### src/hw/rtl/adcsup_pkg.sv
// Shared types, constants and lookup functions of the ADC scan and rail supervisor.
package adcsup_pkg;

	typedef logic [2:0] chan_t;

	localparam logic [3:0] NO_CHANNEL   = 4'd8;
	localparam chan_t      CH_POS_FIRST = 3'd4;
	localparam chan_t      CH_POS_LAST  = 3'd6;
	localparam chan_t      CH_RAIL_HIGH = 3'd1;

	typedef enum logic [1:0] {
		KIND_NONE = 2'd0,
		KIND_RAIL = 2'd1,
		KIND_POS  = 2'd2
	} kind_t;

	typedef enum logic [2:0] {
		REG_NOM_STD     = 3'd0,
		REG_NOM_HIGH    = 3'd1,
		REG_WIN_STD     = 3'd2,
		REG_WIN_HIGH    = 3'd3,
		REG_ERR_LIMIT   = 3'd4,
		REG_SCAN_PERIOD = 3'd5
	} cfg_reg_t;

	localparam logic [11:0] NOM_STD_RST     = 12'd3072;
	localparam logic [11:0] NOM_HIGH_RST    = 12'd3277;
	localparam logic [11:0] WIN_STD_RST     = 12'd307;
	localparam logic [11:0] WIN_HIGH_RST    = 12'd328;
	localparam logic [3:0]  ERR_LIMIT_RST   = 4'd3;
	localparam logic [15:0] SCAN_PERIOD_RST = 16'd5000;

	// rail check settings handed to the checker
	typedef struct packed {
		logic [11:0] nom_std;
		logic [11:0] nom_high;
		logic [11:0] win_std;
		logic [11:0] win_high;
		logic [3:0]  err_limit;
	} rail_cfg_t;

	// one rail check request
	typedef struct packed {
		logic       en;
		logic [2:0] idx;
	} rail_req_t;

	// scan order of the rails
	function automatic chan_t rail_channel(input logic [2:0] idx);
		chan_t ch;
		case (idx)
			3'd0:    ch = 3'd0;
			3'd1:    ch = 3'd1;
			3'd2:    ch = 3'd2;
			3'd3:    ch = 3'd3;
			3'd4:    ch = 3'd7;
			default: ch = 3'd0;
		endcase
		return ch;
	endfunction

	// interlock bit of each rail
	function automatic logic [4:0] rail_bit(input logic [2:0] idx);
		logic [4:0] b;
		case (idx)
			3'd0:    b = 5'h08;
			3'd1:    b = 5'h10;
			3'd2:    b = 5'h01;
			3'd3:    b = 5'h02;
			3'd4:    b = 5'h04;
			default: b = 5'h00;
		endcase
		return b;
	endfunction

	// rail slot of a channel; valid flag in bit 3
	function automatic logic [3:0] rail_index(input logic [3:0] ch);
		logic [3:0] r;
		case (ch)
			4'd0:    r = 4'b1_000;
			4'd1:    r = 4'b1_001;
			4'd2:    r = 4'b1_010;
			4'd3:    r = 4'b1_011;
			4'd7:    r = 4'b1_100;
			default: r = 4'b0_000;
		endcase
		return r;
	endfunction

endpackage

### src/hw/rtl/adcsup_scan_seq.sv
// Scan sequencer: slot counter and position-channel rotation.
module adcsup_scan_seq
	import adcsup_pkg::*;
#(
	parameter int RAIL_COUNT = 5
) (
	input  logic        clk,
	input  logic        arst_n,
	input  logic        advance,
	input  logic [15:0] scan_period,
	output chan_t       channel
);

	logic [15:0] slot_q;
	chan_t       fptr_q;
	logic [15:0] slot_eff;
	logic        rail_slot;
	chan_t       fptr_eff;

	always_comb begin
		slot_eff  = (slot_q >= scan_period) ? 16'd0 : slot_q;
		rail_slot = slot_eff < 16'(RAIL_COUNT);
		fptr_eff  = (fptr_q inside {[CH_POS_FIRST:CH_POS_LAST]}) ? fptr_q : CH_POS_FIRST;
		channel   = rail_slot ? rail_channel(slot_eff[2:0]) : fptr_eff;
	end

	always_ff @(posedge clk or negedge arst_n) begin
		if (!arst_n) begin
			slot_q <= 16'd0;
			fptr_q <= CH_POS_FIRST;
		end else if (advance) begin
			slot_q <= slot_eff + 16'd1;
			if (!rail_slot) begin
				fptr_q <= (fptr_eff >= CH_POS_LAST) ? CH_POS_FIRST : fptr_eff + 3'd1;
			end
		end
	end

endmodule

### src/hw/rtl/adcsup_rail_chk.sv
// Rail window check, bad-sample counters and sticky interlock bits.
module adcsup_rail_chk
	import adcsup_pkg::*;
#(
	parameter int RAIL_COUNT  = 5,
	parameter int SAMPLE_BITS = 12
) (
	input  logic                   clk,
	input  logic                   arst_n,
	input  rail_req_t              req,
	input  rail_cfg_t              cfg,
	input  logic [SAMPLE_BITS-1:0] sample,
	output logic                   ok,
	output logic [4:0]             interlock
);

	localparam int CMP_W = (SAMPLE_BITS > 12) ? SAMPLE_BITS : 12;

	logic [CMP_W-1:0] smp_x;
	logic [CMP_W-1:0] nom_x;
	logic [CMP_W-1:0] win_x;
	logic [CMP_W-1:0] dev;
	logic             high_rail;
	logic [4:0]       interlock_q;
	logic [4:0]       trip_bits;
	logic [4:0]       used_mask;
	logic [RAIL_COUNT-1:0] trip;

	always_comb begin
		high_rail = rail_channel(req.idx) == CH_RAIL_HIGH;
		smp_x     = CMP_W'(sample);
		nom_x     = CMP_W'(high_rail ? cfg.nom_high : cfg.nom_std);
		win_x     = CMP_W'(high_rail ? cfg.win_high : cfg.win_std);
		dev       = (smp_x > nom_x) ? smp_x - nom_x : nom_x - smp_x;
		ok        = !(dev > win_x);
	end

	for (genvar k = 0; k < RAIL_COUNT; k++) begin : g_rail
		logic [3:0] cnt_q;
		logic [4:0] inc;
		logic       hit;

		assign hit     = req.en && (req.idx == 3'(k));
		assign inc     = {1'b0, cnt_q} + 5'd1;
		assign trip[k] = hit && !ok && (inc >= {1'b0, cfg.err_limit});

		always_ff @(posedge clk or negedge arst_n) begin
			if (!arst_n) begin
				cnt_q <= 4'd0;
			end else if (hit) begin
				if (ok || trip[k]) begin
					cnt_q <= 4'd0;
				end else begin
					cnt_q <= inc[3:0];
				end
			end
		end
	end

	always_comb begin
		trip_bits = 5'd0;
		used_mask = 5'd0;
		for (int k = 0; k < RAIL_COUNT; k++) begin
			used_mask = used_mask | rail_bit(3'(k));
			if (trip[k]) begin
				trip_bits = trip_bits | rail_bit(3'(k));
			end
		end
	end

	always_ff @(posedge clk or negedge arst_n) begin
		if (!arst_n) begin
			interlock_q <= 5'd0;
		end else begin
			interlock_q <= interlock_q | trip_bits;
		end
	end

	assign interlock = interlock_q;

	a_interlock_sticky: assert property (@(posedge clk) disable iff (!arst_n)
		1'b1 |=> ((interlock_q & $past(interlock_q)) == $past(interlock_q)))
		else $error("interlock bit cleared");

	a_unused_rails_clear: assert property (@(posedge clk) disable iff (!arst_n)
		(interlock_q & ~used_mask) == 5'd0)
		else $error("interlock set for a rail that is never scanned");

endmodule

### src/hw/rtl/adc_scan_and_rail_supervisor_top.sv
// Top level of the ADC scan sequencer and supply-rail supervisor.
//
// Usage:
//  - Input channel (sample, sample_valid, sample_stall): one transfer per ADC
//    tick; sample is the conversion of the channel requested on the tick
//    before. Only the low SAMPLE_BITS bits are looked at.
//  - Result channel (result_valid, result_stall): one result per input
//    transfer, in order: the channel to request now, which channel the sample
//    was and how it was used, the rail verdict, sticky interlock bits and the
//    three latched positions.
//  - Config channel (cfg_valid, cfg_ready, cfg_index, cfg_data): cfg_ready is
//    always high; unknown indexes are dropped. Write only while idle.
// Timing: results are registered and appear in the cycle after the input
// transfer. One item per cycle sustained: all per-tick work (slot compare, one
// subtract and window compare, counter increment) sits between the input edge
// and the result register. When result_stall holds a waiting result,
// sample_stall rises and the next sample waits; a result taken in the same
// cycle frees the register. Reset (arst_n low) restores register defaults,
// clears counters, interlocks and positions, and marks "no previous channel"
// so the first tick checks nothing.
module adc_scan_and_rail_supervisor_top
	import adcsup_pkg::*;
#(
	parameter int RAIL_COUNT  = 5,
	parameter int SAMPLE_BITS = 12
) (
	input  logic                   clk,
	input  logic                   arst_n,
	// sample channel
	input  logic [SAMPLE_BITS-1:0] sample,
	input  logic                   sample_valid,
	output logic                   sample_stall,
	// result channel
	output logic                   result_valid,
	input  logic                   result_stall,
	output logic [2:0]             convert_channel,
	output logic [3:0]             checked_channel,
	output logic [1:0]             checked_kind,
	output logic                   rail_ok,
	output logic [4:0]             power_interlock,
	output logic [11:0]            carrier_position,
	output logic [11:0]            y_jaw_position,
	output logic [11:0]            x_jaw_position,
	// config write channel
	input  logic                   cfg_valid,
	output logic                   cfg_ready,
	input  logic [2:0]             cfg_index,
	input  logic [15:0]            cfg_data
);

	// config registers
	rail_cfg_t   rail_cfg_q;
	logic [15:0] scan_period_q;

	// state
	logic [3:0]  prev_ch_q;      // channel requested on the last tick
	logic [11:0] pos_q [3];

	// result register
	logic        valid_q;
	logic [3:0]  checked_s1;
	kind_t       kind_s1;
	logic        ok_s1;

	logic        accept;
	chan_t       next_ch;
	logic [3:0]  rail_sel;
	logic        prev_is_pos;
	rail_req_t   rail_req;
	logic        rail_ok_c;
	logic [4:0]  interlock;
	kind_t       kind_c;

	assign cfg_ready    = 1'b1;
	assign sample_stall = valid_q && result_stall;
	assign accept       = sample_valid && !sample_stall;

	always_ff @(posedge clk or negedge arst_n) begin
		if (!arst_n) begin
			rail_cfg_q.nom_std   <= NOM_STD_RST;
			rail_cfg_q.nom_high  <= NOM_HIGH_RST;
			rail_cfg_q.win_std   <= WIN_STD_RST;
			rail_cfg_q.win_high  <= WIN_HIGH_RST;
			rail_cfg_q.err_limit <= ERR_LIMIT_RST;
			scan_period_q        <= SCAN_PERIOD_RST;
		end else if (cfg_valid && cfg_ready) begin
			case (cfg_index)
				REG_NOM_STD:     rail_cfg_q.nom_std   <= cfg_data[11:0];
				REG_NOM_HIGH:    rail_cfg_q.nom_high  <= cfg_data[11:0];
				REG_WIN_STD:     rail_cfg_q.win_std   <= cfg_data[11:0];
				REG_WIN_HIGH:    rail_cfg_q.win_high  <= cfg_data[11:0];
				REG_ERR_LIMIT:   rail_cfg_q.err_limit <= cfg_data[3:0];
				REG_SCAN_PERIOD: scan_period_q        <= cfg_data;
				default: ;
			endcase
		end
	end

	// channel selection for this tick
	adcsup_scan_seq #(
		.RAIL_COUNT(RAIL_COUNT)
	) u_seq (
		.clk         (clk),
		.arst_n      (arst_n),
		.advance     (accept),
		.scan_period (scan_period_q),
		.channel     (next_ch)
	);

	// classify the sample by the channel it came from
	always_comb begin
		rail_sel     = rail_index(prev_ch_q);
		prev_is_pos  = prev_ch_q inside {[4'd4:4'd6]};
		rail_req.en  = accept && rail_sel[3];
		rail_req.idx = rail_sel[2:0];
		if (rail_sel[3]) begin
			kind_c = KIND_RAIL;
		end else if (prev_is_pos) begin
			kind_c = KIND_POS;
		end else begin
			kind_c = KIND_NONE;
		end
	end

	adcsup_rail_chk #(
		.RAIL_COUNT  (RAIL_COUNT),
		.SAMPLE_BITS (SAMPLE_BITS)
	) u_chk (
		.clk       (clk),
		.arst_n    (arst_n),
		.req       (rail_req),
		.cfg       (rail_cfg_q),
		.sample    (sample),
		.ok        (rail_ok_c),
		.interlock (interlock)
	);

	// previous channel and position latches
	always_ff @(posedge clk or negedge arst_n) begin
		if (!arst_n) begin
			prev_ch_q <= NO_CHANNEL;
			pos_q[0]  <= 12'd0;
			pos_q[1]  <= 12'd0;
			pos_q[2]  <= 12'd0;
		end else if (accept) begin
			prev_ch_q <= {1'b0, next_ch};
			case (prev_ch_q)
				4'd4:    pos_q[0] <= 12'(sample);
				4'd5:    pos_q[1] <= 12'(sample);
				4'd6:    pos_q[2] <= 12'(sample);
				default: ;
			endcase
		end
	end

	// result register
	always_ff @(posedge clk or negedge arst_n) begin
		if (!arst_n) begin
			valid_q <= 1'b0;
		end else if (accept) begin
			valid_q <= 1'b1;
		end else if (!result_stall) begin
			valid_q <= 1'b0;
		end
	end

	always_ff @(posedge clk) begin
		if (accept) begin
			checked_s1 <= (kind_c == KIND_NONE) ? NO_CHANNEL : prev_ch_q;
			kind_s1    <= kind_c;
			ok_s1      <= rail_sel[3] && rail_ok_c;
		end
	end

	// the interlock and position state only moves on a transfer, so it
	// holds steady with the rest of a stalled result
	assign result_valid     = valid_q;
	assign convert_channel  = prev_ch_q[2:0];
	assign checked_channel  = checked_s1;
	assign checked_kind     = kind_s1;
	assign rail_ok          = ok_s1;
	assign power_interlock  = interlock;
	assign carrier_position = pos_q[0];
	assign y_jaw_position   = pos_q[1];
	assign x_jaw_position   = pos_q[2];

	a_none_has_no_channel: assert property (@(posedge clk) disable iff (!arst_n)
		(result_valid && checked_kind == KIND_NONE) |->
			(checked_channel == NO_CHANNEL && !rail_ok))
		else $error("unchecked sample reports a channel or a verdict");

	a_ok_only_on_rail: assert property (@(posedge clk) disable iff (!arst_n)
		(result_valid && rail_ok) |-> (checked_kind == KIND_RAIL))
		else $error("rail_ok set on a non-rail sample");

	a_pos_channel: assert property (@(posedge clk) disable iff (!arst_n)
		(result_valid && checked_kind == KIND_POS) |->
			(checked_channel == 4'd4 || checked_channel == 4'd5 || checked_channel == 4'd6))
		else $error("position latch from a non-position channel");

endmodule

### config.mk
export PLATFORM = sky130hd
export DESIGN_NAME = adc_scan_and_rail_supervisor_top
export DESIGN_NICKNAME = d
export VERILOG_FILES = /design/src/hw/rtl/adcsup_pkg.sv /design/src/hw/rtl/adcsup_scan_seq.sv /design/src/hw/rtl/adcsup_rail_chk.sv /design/src/hw/rtl/adc_scan_and_rail_supervisor_top.sv
export SDC_FILE = /design/constraint.sdc
export NUM_CORES = 1
export LEC_CHECK = 0
export BUFFER_PORTS_ARGS = -buffer_cell sky130_fd_sc_hd__clkbuf_2
export CAP_MARGIN = 20
export CORE_MARGIN = 2
export CORE_UTILIZATION = 55
export DETAILED_ROUTE_END_ITERATION = 10
export PLACE_DENSITY = 0.75
export SLEW_MARGIN = 20
export SYNTH_ARGS = -nofsm -noshare
export SYNTH_HDL_FRONTEND = slang
export SYNTH_HIERARCHICAL = 1
export SYNTH_SLANG_ARGS = --single-unit
### constraint.sdc
create_clock -name clk -period 6.1 [get_ports clk]
set_clock_uncertainty 0.1 [all_clocks]
set_input_delay 0.305 -clock clk [delete_from_list [all_inputs] [get_ports clk]]
set_output_delay 0.305 -clock clk [all_outputs]
set_load 0.02 [all_outputs]
==> metrics.log, run 1 <==
INFO  metric worst_pin_slew = 0.892 ns
INFO  metric mostFrequentLayoutCells = sky130_fd_sc_hd__dfrtp_1, sky130_fd_sc_hd__mux2_2, sky130_fd_sc_hd__clkbuf_2, sky130_fd_sc_hd__ha_1, sky130_fd_sc_hd__inv_1
INFO  metric timing.critical_path.slowest_stage_cell = sky130_fd_sc_hd__dfstp_2
INFO  metric grt_antenna_before_repair = 0
INFO  metric netlist_area = 0.00939 mm²
INFO  metric gp_congestion = 0.860
INFO  metric synth_top_area_frac = 0.339
INFO  metric hold_path_depth = 2
INFO  metric power_frac_comb = 0.441
INFO  metric drtIter0Drc = 443
INFO  metric placement_rows = 47
INFO  metric layout_cells_sized_above_1 = 0.317
INFO  metric postSynth.asyncResetShare = 0.956
INFO  metric synth.net_count = 955
INFO  metric finalHoldViolations = 0
INFO  metric maxClockFrequency = 0.173 GHz
INFO  metric finish.net_count = 1,052
INFO  metric drc = 0
INFO  metric timing.final.ws_setup = 0.326 ns
INFO  metric startpoint_type = register
INFO  metric placement.cell_area = 0.0100 mm²
INFO  metric outcome = completed
INFO  metric fin_tns_setup = 0 ns
INFO  metric power.ir.vdd_worst = 0.266 mV
INFO  metric r2r.worst_path.cells = 22
INFO  metric flow.area_growth_from_synthesis = 14.1%
INFO  metric drt_first_pass_iters = 8
INFO  metric initial_utilization = 0.564
INFO  metric finalPower = 4.82 mW
INFO  metric design.die.area = 0.0181 mm²
INFO  metric crit_arrival = 6.02 ns
INFO  metric core_region_area = 0.0166 mm²
INFO  metric post_synthesis_average_cell_area = 11.3 µm²
INFO  metric grt_pass1_wl = 33,000 µm
INFO  metric net-switching-power = 1.83 mW
INFO  metric routed_wire_length_per_instance = 17.1 µm
INFO  metric yosysSeqAreaShare = 0.434
INFO  metric die_w = 135 µm
INFO  metric clk_pin_slew = 0.06 ns
INFO  metric clock_latency = 0.43 ns
INFO  metric via_per_inst = 5.68
INFO  metric synth-main-ff-cell = sky130_fd_sc_hd__dfrtp_1
INFO  metric via_count_of_the_first_global_routing_pass = 6,601
INFO  metric track_usage = 0.229
INFO  metric timing.final.max_slew_violations = 0
INFO  metric boundaryPins = 90
INFO  metric floorplan.die.height = 135 µm
INFO  metric setup_viol_count_final = 0
INFO  metric max_stage_delay = 0.57 ns
INFO  metric endpoint_kind = register
INFO  metric stdcell_area = 0.0107 mm²
INFO  metric swShare = 0.379
INFO  metric route.antenna.remaining_nets = 0
INFO  metric slew_headroom = 0.403
INFO  metric dp_hpwl = 14,400 µm
INFO  metric synthDistinctLibCells = 65
INFO  metric htree_levels = 4
INFO  metric cts-root-buf = sky130_fd_sc_hd__clkbuf_16
INFO  metric n_antenna_cell = 0
INFO  metric postSynthCellCount = 834
INFO  metric yosys-top-cells-area = sky130_fd_sc_hd__dfrtp_1, sky130_fd_sc_hd__mux2_2, sky130_fd_sc_hd__ha_1
INFO  metric crit_type = reg -> reg
INFO  metric synth-warning-count = 6
INFO  metric cts_buffers = 17
INFO  metric post-place-ws = 0.184 ns
INFO  metric maxCapViolCount = 0
INFO  metric gr-total-overflow = 0
INFO  metric pwr-share-clk = 0.224
INFO  metric final_min_period_over_clock_period = 0.946
INFO  metric synth_area_leader_cell = sky130_fd_sc_hd__dfrtp_1
INFO  metric total_via_count_after_detailed_routing = 6,617
INFO  metric synth-edff-count = 7
INFO  metric crit_path_cell_trace = nor2b_1 -> and3_1 -> nor2b_1 -> nor2b_2 -> buf_12 -> mux2_2 -> ha_1 -> nand2_1 -> or4_4 -> nand3_1 -> o21a_4 -> buf_4 -> mux2i_1 -> xor2_1 -> ha_1 -> o21a_1 -> o21ai_0 -> a211oi_1 -> o21a_1 -> clkinvlp_4 -> or3_1 -> o21ai_1
INFO  metric power.leakage = 5.15 nW
INFO  metric hold_class = in -> reg
INFO  metric cts_num_sinks = 160
INFO  metric share_seq_of_total_power = 0.335
INFO  metric route.final.wire_length = 19,900 µm
INFO  metric mostFrequentLayoutCell = sky130_fd_sc_hd__dfrtp_1
INFO  metric total_of_flip_flops_plus_latches_after_synthesis = 160
INFO  metric pin_count_of_the_biggest_net_entering_global_routing = 99
INFO  metric power_per_cell_area = 450 mW/mm²
INFO  metric max_buffers_root_to_sink = 2
INFO  metric placement.io_buffers = 88
INFO  metric critical_path.max_fanout = 29
INFO  metric critical_path_required = 6.35 ns
INFO  metric min_period = 5.77 ns
INFO  metric cts_tree = built
INFO  metric p_int = 3.00 mW
==> power by group through the flow <==
stage	logic, mW	registers, mW	clock network [mW]
floorplan	1.37	1.75	0
detailed placement	2.03	1.63	0
global route	2.35	1.66	1.14
global placement	1.99	1.62	0
CTS	2.06	1.61	1.10
finish	2.13	1.62	1.08
==> critical path: cells and delay by family (launching register included) <==
kind                       cells  cell delay [ns]
and+or+nand+nor                8             1.98
AOI/OAI and AO/OA              6             1.04
muxes                          2             0.59
buffers and inverters          3             0.62
DFF                            1             0.57
xor gates and xnor gates       1             0.09
adders and majority gates      2             0.69
==> timing repair <==
action,CTS,global route
endpoints found under the setup margin,0,5
endpoints found under the hold margin,85,0
hold buffers,4,0
gates resized for setup,0,4
setup buffers,0,3
==> area by class of cell <==
cell class,instances,area (µm²)
fillers,1330,5930
multi-input cells,590,4950
flip-flops and latches,160,4070
repair buffers,104,589
clock buffers,19,453
well taps,220,275
inverters,58,221
clock inverters,13,150
==> per-stage QoR <==
step | instances | hold slack [ns] | util
2_1_floorplan | 834 | -0.0906 | -
3_3_place_gp | 1125 | 0.367 | 0.603
3_5_place_dp | 1125 | 0.370 | 0.603
4_1_cts | 1161 | 0.00753 | 0.641
5_1_grt | 1164 | 0.0141 | 0.644
6_report | 1164 | 0.0180 | 0.644
==> Yosys cell counts (16+ instances only) <==
| library cell | n |
|---|---|
| sky130_fd_sc_hd__a21oi_1 | 29 |
| sky130_fd_sc_hd__dfrtp_1 | 127 |
| sky130_fd_sc_hd__dfstp_2 | 26 |
| sky130_fd_sc_hd__ha_1 | 83 |
| sky130_fd_sc_hd__inv_1 | 58 |
| sky130_fd_sc_hd__mux2_2 | 112 |
| sky130_fd_sc_hd__mux2i_1 | 23 |
| sky130_fd_sc_hd__nand2_1 | 51 |
| sky130_fd_sc_hd__nand3_1 | 21 |
| sky130_fd_sc_hd__nor2b_1 | 24 |
| sky130_fd_sc_hd__nor3_1 | 16 |
| sky130_fd_sc_hd__o21ai_0 | 33 |
==> metal layers <==
| layer | GRT usage | part of all wire | vias to the layer above |
|---|---|---|---|
| met1 | 0.313 | 0.47 | 3218 |
| met4 | 0.0795 | 0.019 | 0 |
| met2 | 0.374 | 0.48 | 161 |
| met5 | 0 | 0 | - |
| li1 | - | - | 3204 |
| met3 | 0.0368 | 0.036 | 34 |
==> path summary, 6_finish.rpt <==
path	from	end	slack, ns
max in group asynchronous	arst_n	u_chk/g_rail[0].cnt_q[3]	4.21
worst min register to register	u_chk/interlock[3]	u_chk/interlock[3]	0.38
worst max-delay path	prev_ch_q[3]	u_chk/g_rail[0].cnt_q[0]	0.33
min in group asynchronous	arst_n	rail_cfg_q[36]	0.46
worst max register to register	prev_ch_q[3]	u_chk/g_rail[0].cnt_q[0]	0.33
worst min-delay path	cfg_data[14]	scan_period_q[14]	0.02
==> kinds of logic after synthesis <==
family,count (synthesis),share of synthesized area
multiplexers,145,0.175
AO/OA/AOI/OAI,144,0.102
AND/OR/NAND/NOR,195,0.114
XOR/XNOR,20,0.0187
flip-flops,160,0.434
buffers and inverters,84,0.0414
adder cells (fa/ha/maj),85,0.115
other,1,0.000399
==> sequential cells by signal (all words and copies together) (netlist names) <==
name and count:
u_chk/g_rail.cnt_q 20, carrier_position 12, checked_channel 4, y_jaw_position 12, scan_period_q 16, u_chk/interlock 5
checked_kind 2, x_jaw_position 12, u_seq/fptr_q 3, result_valid 1, rail_ok 1, prev_ch_q 4
u_seq/slot_q 16, rail_cfg_q 52
Note: power is estimated with default switching activity, not from simulation.
==> inputs of run 2 (changes only) <==
--- a/config.mk
+++ b/config.mk
@@ -5,12 +5,14 @@
 export SDC_FILE = /design/constraint.sdc
 export NUM_CORES = 1
 export LEC_CHECK = 0
+export ABC_AREA = 1
 export BUFFER_PORTS_ARGS = -buffer_cell sky130_fd_sc_hd__clkbuf_2
 export CAP_MARGIN = 20
 export CORE_MARGIN = 2
 export CORE_UTILIZATION = 55
+export CTS_CLUSTER_SIZE = 28
 export DETAILED_ROUTE_END_ITERATION = 10
-export PLACE_DENSITY = 0.75
+export PLACE_DENSITY = 0.74
 export SLEW_MARGIN = 20
 export SYNTH_ARGS = -nofsm -noshare
 export SYNTH_HDL_FRONTEND = slang
==> metrics.log, run 2 <==
INFO  metric drt_first_pass_iters = 7
INFO  metric slew_headroom = 0.438
INFO  metric timing.critical_path.slowest_stage_cell = sky130_fd_sc_hd__dfstp_2
INFO  metric dp_hpwl = 18,000 µm
INFO  metric timing.critical_path.mode_cell = sky130_fd_sc_hd__nand2_1
INFO  metric htree_levels = 4
INFO  metric timing.final.max_slew_violations = 0
INFO  metric clk_pin_slew = 0.06 ns
INFO  metric finalPower = 4.91 mW
INFO  metric max_buffers_root_to_sink = 2
INFO  metric finalHoldWorstSlack = 0.00980 ns
INFO  metric initial_utilization = 0.558
INFO  metric maxCapViolCount = 0
INFO  metric finalHoldViolations = 0
INFO  metric layout_cells_sized_above_1 = 0.157
INFO  metric gr-total-overflow = 0
INFO  metric yosys-top-cells-area = sky130_fd_sc_hd__dfrtp_1, sky130_fd_sc_hd__nand2_1, sky130_fd_sc_hd__ha_1
INFO  metric most_repeated_cell_in_the_gate_level_netlist_after_synthesis = sky130_fd_sc_hd__nand2_1
INFO  metric max_stage_delay = 0.59 ns
INFO  metric hold_path_depth = 3
INFO  metric cts_resized = 0
INFO  metric startpoint_of_the_lowest_slack_register_to_register_path = prev_ch_q[3]
INFO  metric layout.filler_cells = 1,636
INFO  metric yosysSeqAreaShare = 0.393
INFO  metric cp_num_cells = 30
INFO  metric top_cells_by_count_synth = sky130_fd_sc_hd__nand2_1, sky130_fd_sc_hd__inv_1, sky130_fd_sc_hd__dfrtp_1
INFO  metric critical_path_buf_inv_count = 8
INFO  metric critical_path_required = 6.19 ns
INFO  metric fin_tns_setup = 0 ns
INFO  metric critical_path.max_fanout = 24
INFO  metric total_via_count_after_detailed_routing = 8,893
INFO  metric gp_congestion = 0.970
INFO  metric maxClockFrequency = 0.196 GHz
INFO  metric r2r.worst_path.cells = 30
INFO  metric power_per_cell_area = 426 mW/mm²
INFO  metric track_usage = 0.255
INFO  metric startpoint_type = register
INFO  metric max_flop_register = rail_cfg_q
INFO  metric synthDistinctLibCells = 49
INFO  metric mostFrequentLayoutCells = sky130_fd_sc_hd__nand2_1, sky130_fd_sc_hd__inv_1, sky130_fd_sc_hd__dfrtp_1, sky130_fd_sc_hd__nand3_1, sky130_fd_sc_hd__clkbuf_2
INFO  metric cts_buffers = 17
INFO  metric boundaryPins = 90
INFO  metric core_region_area = 0.0186 mm²
INFO  metric netlist_area = 0.0104 mm²
INFO  metric route.antenna.remaining_nets = 0
INFO  metric total_of_flip_flops_plus_latches_after_synthesis = 160
INFO  metric synth-main-ff-cell = sky130_fd_sc_hd__dfrtp_1
INFO  metric post_synthesis_average_cell_area = 7.78 µm²
INFO  metric route.final.wire_length = 24,500 µm
INFO  metric synth_top_area_frac = 0.307
INFO  metric crit_end = rail_ok
INFO  metric crit_type = reg -> reg
INFO  metric synth-warning-count = 6
INFO  metric postSynth.asyncResetShare = 0.956
INFO  metric cts-root-buf = sky130_fd_sc_hd__clkbuf_16
INFO  metric postSynthCellCount = 1,333
INFO  metric top_family_by_delay_on_critical_path = simple AND/OR/NAND/NOR gates
INFO  metric min_period = 5.09 ns
INFO  metric grt_pass1_wl = 40,500 µm
INFO  metric clock_latency = 0.43 ns
INFO  metric drc = 0
INFO  metric finish.net_count = 1,526
INFO  metric reg2reg_setup_slack = 1.01 ns
INFO  metric hold_class = in -> reg
INFO  metric n_antenna_cell = 0
INFO  metric via_count_of_the_first_global_routing_pass = 8,262
INFO  metric setup_repair_after_global_routing_missed_its_margin = false
INFO  metric synth-edff-count = 7
INFO  metric synth.net_count = 1,454
INFO  metric design.die.area = 0.0200 mm²
INFO  metric mostFrequentLayoutCell = sky130_fd_sc_hd__nand2_1
INFO  metric die_w = 141 µm
INFO  metric stdcell_area = 0.0115 mm²
INFO  metric reg.largest.list = rail_cfg_q (52), u_chk/g_rail.cnt_q (20)
INFO  metric grt_antenna_before_repair = 0
INFO  metric via_per_inst = 5.38
INFO  metric worst_pin_slew = 0.842 ns
INFO  metric placement.cell_area = 0.0109 mm²
INFO  metric setup_viol_count_final = 0
INFO  metric placement_rows = 50
INFO  metric cts_num_sinks = 160
INFO  metric power.ir.vdd_worst = 0.271 mV
INFO  metric outcome = completed
INFO  metric final_util = 0.621
INFO  metric final_min_period_over_clock_period = 0.835
INFO  metric floorplan.die.height = 141 µm
INFO  metric drtIter0Drc = 606
INFO  metric cts_tree = built
INFO  metric routed_wire_length_per_instance = 14.8 µm
INFO  metric synth_area_leader_cell = sky130_fd_sc_hd__dfrtp_1
INFO  metric flip_flop_count_of_the_largest_register_all_copies_and_words_added = 52
INFO  metric power.leakage = 6.23 nW
INFO  metric worst_r2r_endpoint = rail_ok
INFO  metric endpoint_kind = register
INFO  metric flow.area_growth_from_synthesis = 11.3%
INFO  metric placement.io_buffers = 88
INFO  metric pin_count_of_the_biggest_net_entering_global_routing = 94
INFO  metric crit_arrival = 5.18 ns
INFO  metric worst_setup_path_startpoint = prev_ch_q[3]
run 2: changes by cell type in the layout (fill, tap and decap cells not counted), moves of 42 or more:
cell | before | now
sky130_fd_sc_hd__o21ai_1 | 3 | 45
sky130_fd_sc_hd__nand3_1 | 21 | 91
sky130_fd_sc_hd__nand2_1 | 51 | 434
sky130_fd_sc_hd__mux2_2 | 112 | 0
sky130_fd_sc_hd__inv_1 | 57 | 176
sky130_fd_sc_hd__nand4_1 | 11 | 53
run 2: cells by family after synthesis:
logic type                 Yosys count  share of synthesized area
AOI/OAI and AO/OA                  137                     0.0789
xor gates and xnor gates            30                     0.0253
adders and majority gates           85                      0.104
buffers and inverters              233                     0.0935
DFF                                160                      0.393
muxes                               12                     0.0116
other                                1                   0.000362
and+or+nand+nor                    675                      0.294
run 2: how the worst min path moves through the flow:
| stage | startpoint | end | slack (ns) |
|---|---|---|---|
| 6_report | cfg_data[14] | scan_period_q[14] | 0.01 |
| 5_1_grt | cfg_data[15] | scan_period_q[15] | 0.02 |
| 4_1_cts | cfg_data[8] | rail_cfg_q[24] | 0.008 |
| 3_5_place_dp | arst_n | rail_cfg_q[48] | 0.35 |
| 3_3_place_gp | arst_n | rail_cfg_q[48] | 0.35 |
| 2_1_floorplan | arst_n | carrier_position[0] | -0.09 |
run 2: what timing repair did:
| item | CTS | global route |
|---|---|---|
| buffers inserted | 0 | 0 |
| hold buffers | 3 | 0 |
| endpoints found under the hold margin | 81 | 0 |
run 2: worst min-delay path, cell delays in order:
cell and delay (ns):
sky130_fd_sc_hd__clkbuf_2 0.08, sky130_fd_sc_hd__nand3_1 0.06, sky130_fd_sc_hd__nand2_1 0.05
run 2: through the flow:
| step | instances | setup WS [ns] |
|---|---|---|
| finish | 1652 | 1.01 |
| global route | 1652 | 0.445 |
| CTS | 1652 | 1.05 |
| detailed placement | 1617 | 1.08 |
| global placement | 1617 | 1.24 |
| floorplan | 1333 | 1.77 |
run 2: layer usage:
layer | wire length, µm | part of all wire | GRT usage | up-vias
met5 | 0 | 0 | 0 | -
met4 | 406 | 0.017 | 0.0789 | 0
met3 | 1340 | 0.055 | 0.0368 | 33
met2 | 11500 | 0.47 | 0.416 | 299
met1 | 11300 | 0.46 | 0.354 | 4144
li1 | - | - | - | 4417
run 2: final cells by class:
cell class | count | area [µm²] | share of cell area
Tap cell | 234 | 293 | 0.0254
Timing Repair Buffer | 94 | 499 | 0.0433
Multi-Input combinational cell | 940 | 5340 | 0.463
Clock inverter | 14 | 164 | 0.0142
Inverter | 192 | 723 | 0.0627
Clock buffer | 18 | 450 | 0.0390
Sequential cell | 160 | 4070 | 0.353
run 2: where the power goes:
| group | leakage (nW) | internal [mW] | switching (mW) |
|---|---|---|---|
| Combinational | 3.95 | 0.765 | 1.47 |
| Clock | 0.298 | 0.641 | 0.478 |
| Sequential | 1.98 | 1.36 | 0.196 |
| Total | 6.23 | 2.77 | 2.14 |
==> inputs of run 3 (changes only) <==
--- a/config.mk
+++ b/config.mk
@@ -5,14 +5,14 @@
 export SDC_FILE = /design/constraint.sdc
 export NUM_CORES = 1
 export LEC_CHECK = 0
-export ABC_AREA = 1
+export ABC_AREA = 0
 export BUFFER_PORTS_ARGS = -buffer_cell sky130_fd_sc_hd__clkbuf_2
 export CAP_MARGIN = 20
 export CORE_MARGIN = 2
 export CORE_UTILIZATION = 55
 export CTS_CLUSTER_SIZE = 28
 export DETAILED_ROUTE_END_ITERATION = 10
-export PLACE_DENSITY = 0.74
+export PLACE_DENSITY = 0.75
 export SLEW_MARGIN = 20
 export SYNTH_ARGS = -nofsm -noshare
 export SYNTH_HDL_FRONTEND = slang
==> constraint.sdc (replaced) <==
create_clock -name clk -period 5.3 [get_ports clk]
set_clock_uncertainty 0.1 [all_clocks]
set_input_delay 0.265 -clock clk [delete_from_list [all_inputs] [get_ports clk]]
set_output_delay 0.265 -clock clk [all_outputs]
set_load 0.02 [all_outputs]
==> metrics.log, run 3 (synthesized netlist as in run 1, its figures left out) <==
INFO  metric outcome = completed
INFO  metric layout_cells_sized_above_1 = 0.365
INFO  metric worst_pin_slew = 0.979 ns
INFO  metric floorplan.die.height = 135 µm
INFO  metric layout.filler_cells = 1,261
INFO  metric startpoint_of_the_lowest_slack_register_to_register_path = prev_ch_q[3]
INFO  metric finalPower = 5.94 mW
INFO  metric worst_r2r_endpoint = u_chk/g_rail[1].cnt_q[2]
INFO  metric crit_end = u_chk/g_rail[1].cnt_q[2]
INFO  metric max_flop_register = rail_cfg_q
INFO  metric finish.net_count = 1,083
INFO  metric min_period = 5.20 ns
INFO  metric critical_path_required = 5.51 ns
INFO  metric clock_latency = 0.43 ns
INFO  metric mostFrequentLayoutCells = sky130_fd_sc_hd__dfrtp_1, sky130_fd_sc_hd__mux2_2, sky130_fd_sc_hd__clkbuf_2, sky130_fd_sc_hd__ha_1, sky130_fd_sc_hd__inv_1
INFO  metric clk_pin_slew = 0.06 ns
INFO  metric cts-root-buf = sky130_fd_sc_hd__clkbuf_16
INFO  metric power_per_cell_area = 526 mW/mm²
INFO  metric routed_wire_length_per_instance = 18.3 µm
INFO  metric hold_class = in -> reg
INFO  metric timing.final.ws_setup = 0.104 ns
INFO  metric dp_hpwl = 14,900 µm
INFO  metric placement_rows = 47
INFO  metric worst_setup_path_startpoint = prev_ch_q[3]
INFO  metric via_per_inst = 5.85
INFO  metric placement.io_buffers = 88
INFO  metric gp_congestion = 0.882
INFO  metric drtIter0Drc = 377
INFO  metric power.ir.vdd_worst = 0.322 mV
INFO  metric grt_pass1_wl = 34,700 µm
INFO  metric fin_tns_setup = 0 ns
INFO  metric design.die.area = 0.0181 mm²
INFO  metric cts_buffers = 17
INFO  metric reg.largest.list = rail_cfg_q (52), u_chk/g_rail.cnt_q (20)
INFO  metric startpoint_type = register
INFO  metric total_via_count_after_detailed_routing = 6,992
INFO  metric pin_count_of_the_biggest_net_entering_global_routing = 99
INFO  metric htree_levels = 4
INFO  metric critical_path.max_fanout = 6
INFO  metric final_util = 0.678
INFO  metric mostFrequentLayoutCell = sky130_fd_sc_hd__dfrtp_1
INFO  metric drt_first_pass_iters = 5
INFO  metric cts_tree = built
INFO  metric maxCapViolCount = 0
INFO  metric grt_antenna_before_repair = 0
INFO  metric cts_num_sinks = 160
INFO  metric finalHoldViolations = 0
INFO  metric dp.cells = 1,150
INFO  metric crit_type = reg -> reg
INFO  metric route.antenna.remaining_nets = 0
INFO  metric n_antenna_cell = 0
INFO  metric track_usage = 0.242
INFO  metric power.leakage = 5.36 nW
INFO  metric drc = 0
INFO  metric flow.area_growth_from_synthesis = 20.2%
INFO  metric max_buffers_root_to_sink = 2
INFO  metric initial_utilization = 0.564
INFO  metric setup_viol_count_final = 0
INFO  metric timing.final.max_slew_violations = 0
INFO  metric reg2reg_setup_slack = 0.10 ns
INFO  metric crit_arrival = 5.41 ns
INFO  metric post-place-ws = -0.0689 ns
INFO  metric final_min_period_over_clock_period = 0.980
INFO  metric die_w = 135 µm
INFO  metric maxClockFrequency = 0.192 GHz
INFO  metric route.final.wire_length = 21,800 µm
INFO  metric via_count_of_the_first_global_routing_pass = 7,052
INFO  metric flip_flop_count_of_the_largest_register_all_copies_and_words_added = 52
INFO  metric r2r.worst_path.cells = 23
INFO  metric gr-total-overflow = 0
INFO  metric final_standard_cell_count_with_taps_included_and_fillers_excluded = 1,195
INFO  metric boundaryPins = 90
INFO  metric slew_headroom = 0.344
INFO  metric endpoint_kind = register
INFO  metric core_region_area = 0.0166 mm²
[run 3: changes by cell type in the layout (fill, tap and decap cells not counted), moves of 22 or more]
cell,change
sky130_fd_sc_hd__buf_4,+28
sky130_fd_sc_hd__inv_1,-119
sky130_fd_sc_hd__mux2_2,+102
sky130_fd_sc_hd__nand2_1,-384
sky130_fd_sc_hd__nand3_1,-73
sky130_fd_sc_hd__nand4_1,-42
sky130_fd_sc_hd__nor2_1,-37
sky130_fd_sc_hd__nor2b_1,+22
sky130_fd_sc_hd__o21ai_1,-41
[run 3: critical path, cell delays in order (launching register included)]
cell and delay [ns]:
sky130_fd_sc_hd__dfstp_2 0.53, sky130_fd_sc_hd__nor2b_1 0.06, sky130_fd_sc_hd__and3_1 0.19, sky130_fd_sc_hd__nor2b_2 0.16, sky130_fd_sc_hd__nor2b_4 0.24, sky130_fd_sc_hd__buf_6 0.13, sky130_fd_sc_hd__buf_12 0.12, sky130_fd_sc_hd__mux2_2 0.37
sky130_fd_sc_hd__ha_4 0.28, sky130_fd_sc_hd__nand2_2 0.07, sky130_fd_sc_hd__or4_4 0.55, sky130_fd_sc_hd__o21ai_2 0.08, sky130_fd_sc_hd__o21a_4 0.18, sky130_fd_sc_hd__mux2i_1 0.24, sky130_fd_sc_hd__xor2_1 0.17, sky130_fd_sc_hd__ha_1 0.26
sky130_fd_sc_hd__a21o_1 0.18, sky130_fd_sc_hd__a21o_1 0.17, sky130_fd_sc_hd__a211o_1 0.31, sky130_fd_sc_hd__o21a_4 0.25, sky130_fd_sc_hd__inv_6 0.08, sky130_fd_sc_hd__buf_6 0.11, sky130_fd_sc_hd__o311ai_4 0.10, sky130_fd_sc_hd__o2bb2ai_2 0.15
[run 3: layer usage]
metal	share of wire	wire length [µm]	track usage	vias up
li1	-	-	-	3267
met1	0.45	9900	0.327	3488
met2	0.48	10500	0.397	197
met3	0.040	873	0.0387	40
met4	0.024	525	0.0860	0
met5	0	0	0	-
[run 3: worst min path at each step]
stage	startpoint	end	slack [ns]	depth (start not counted)
6_report	cfg_data[11]	scan_period_q[11]	0.04	2
4_1_cts	cfg_data[11]	rail_cfg_q[39]	0.02	2
3_5_place_dp	arst_n	rail_cfg_q[44]	0.33	1
2_1_floorplan	arst_n	carrier_position[0]	-0.13	0
5_1_grt	cfg_data[11]	rail_cfg_q[15]	0.05	2
3_3_place_gp	arst_n	rail_cfg_q[44]	0.33	1
[run 3: power by group]
part | total (mW) | internal [mW] | leakage [nW] | switching (mW)
registers | 1.86 | 1.61 | 1.92 | 0.252
logic | 2.89 | 1.37 | 3.16 | 1.52
clock network | 1.18 | 0.660 | 0.277 | 0.522
[run 3: layout make-up]
| class | instances | area, µm² | area share |
|---|---|---|---|
| well taps | 220 | 275 | 0.0244 |
| inverters | 58 | 223 | 0.0197 |
| clock inverters | 13 | 98.8 | 0.00876 |
| flip-flops and latches | 160 | 4070 | 0.361 |
| clock buffers | 19 | 475 | 0.0421 |
| multi-input cells | 590 | 5240 | 0.465 |
| repair buffers | 135 | 901 | 0.0798 |
[run 3: per-stage QoR]
| step | cell area, µm² | hold slack [ns] |
|---|---|---|
| 2_1_floorplan | 9390 | -0.131 |
| 3_3_place_gp | 10200 | 0.326 |
| 3_5_place_dp | 10200 | 0.331 |
| 4_1_cts | 10900 | 0.0248 |
| 5_1_grt | 11300 | 0.0487 |
| 6_report | 11300 | 0.0410 |
[run 3: timing repair]
item,in CTS,in global routing
cloned,0,2
setup endpoints to repair,5,26
hold endpoints to repair,86,0
pin swaps,0,16
hold buffers,6,0
setup buffers,0,5
resized for setup,4,53
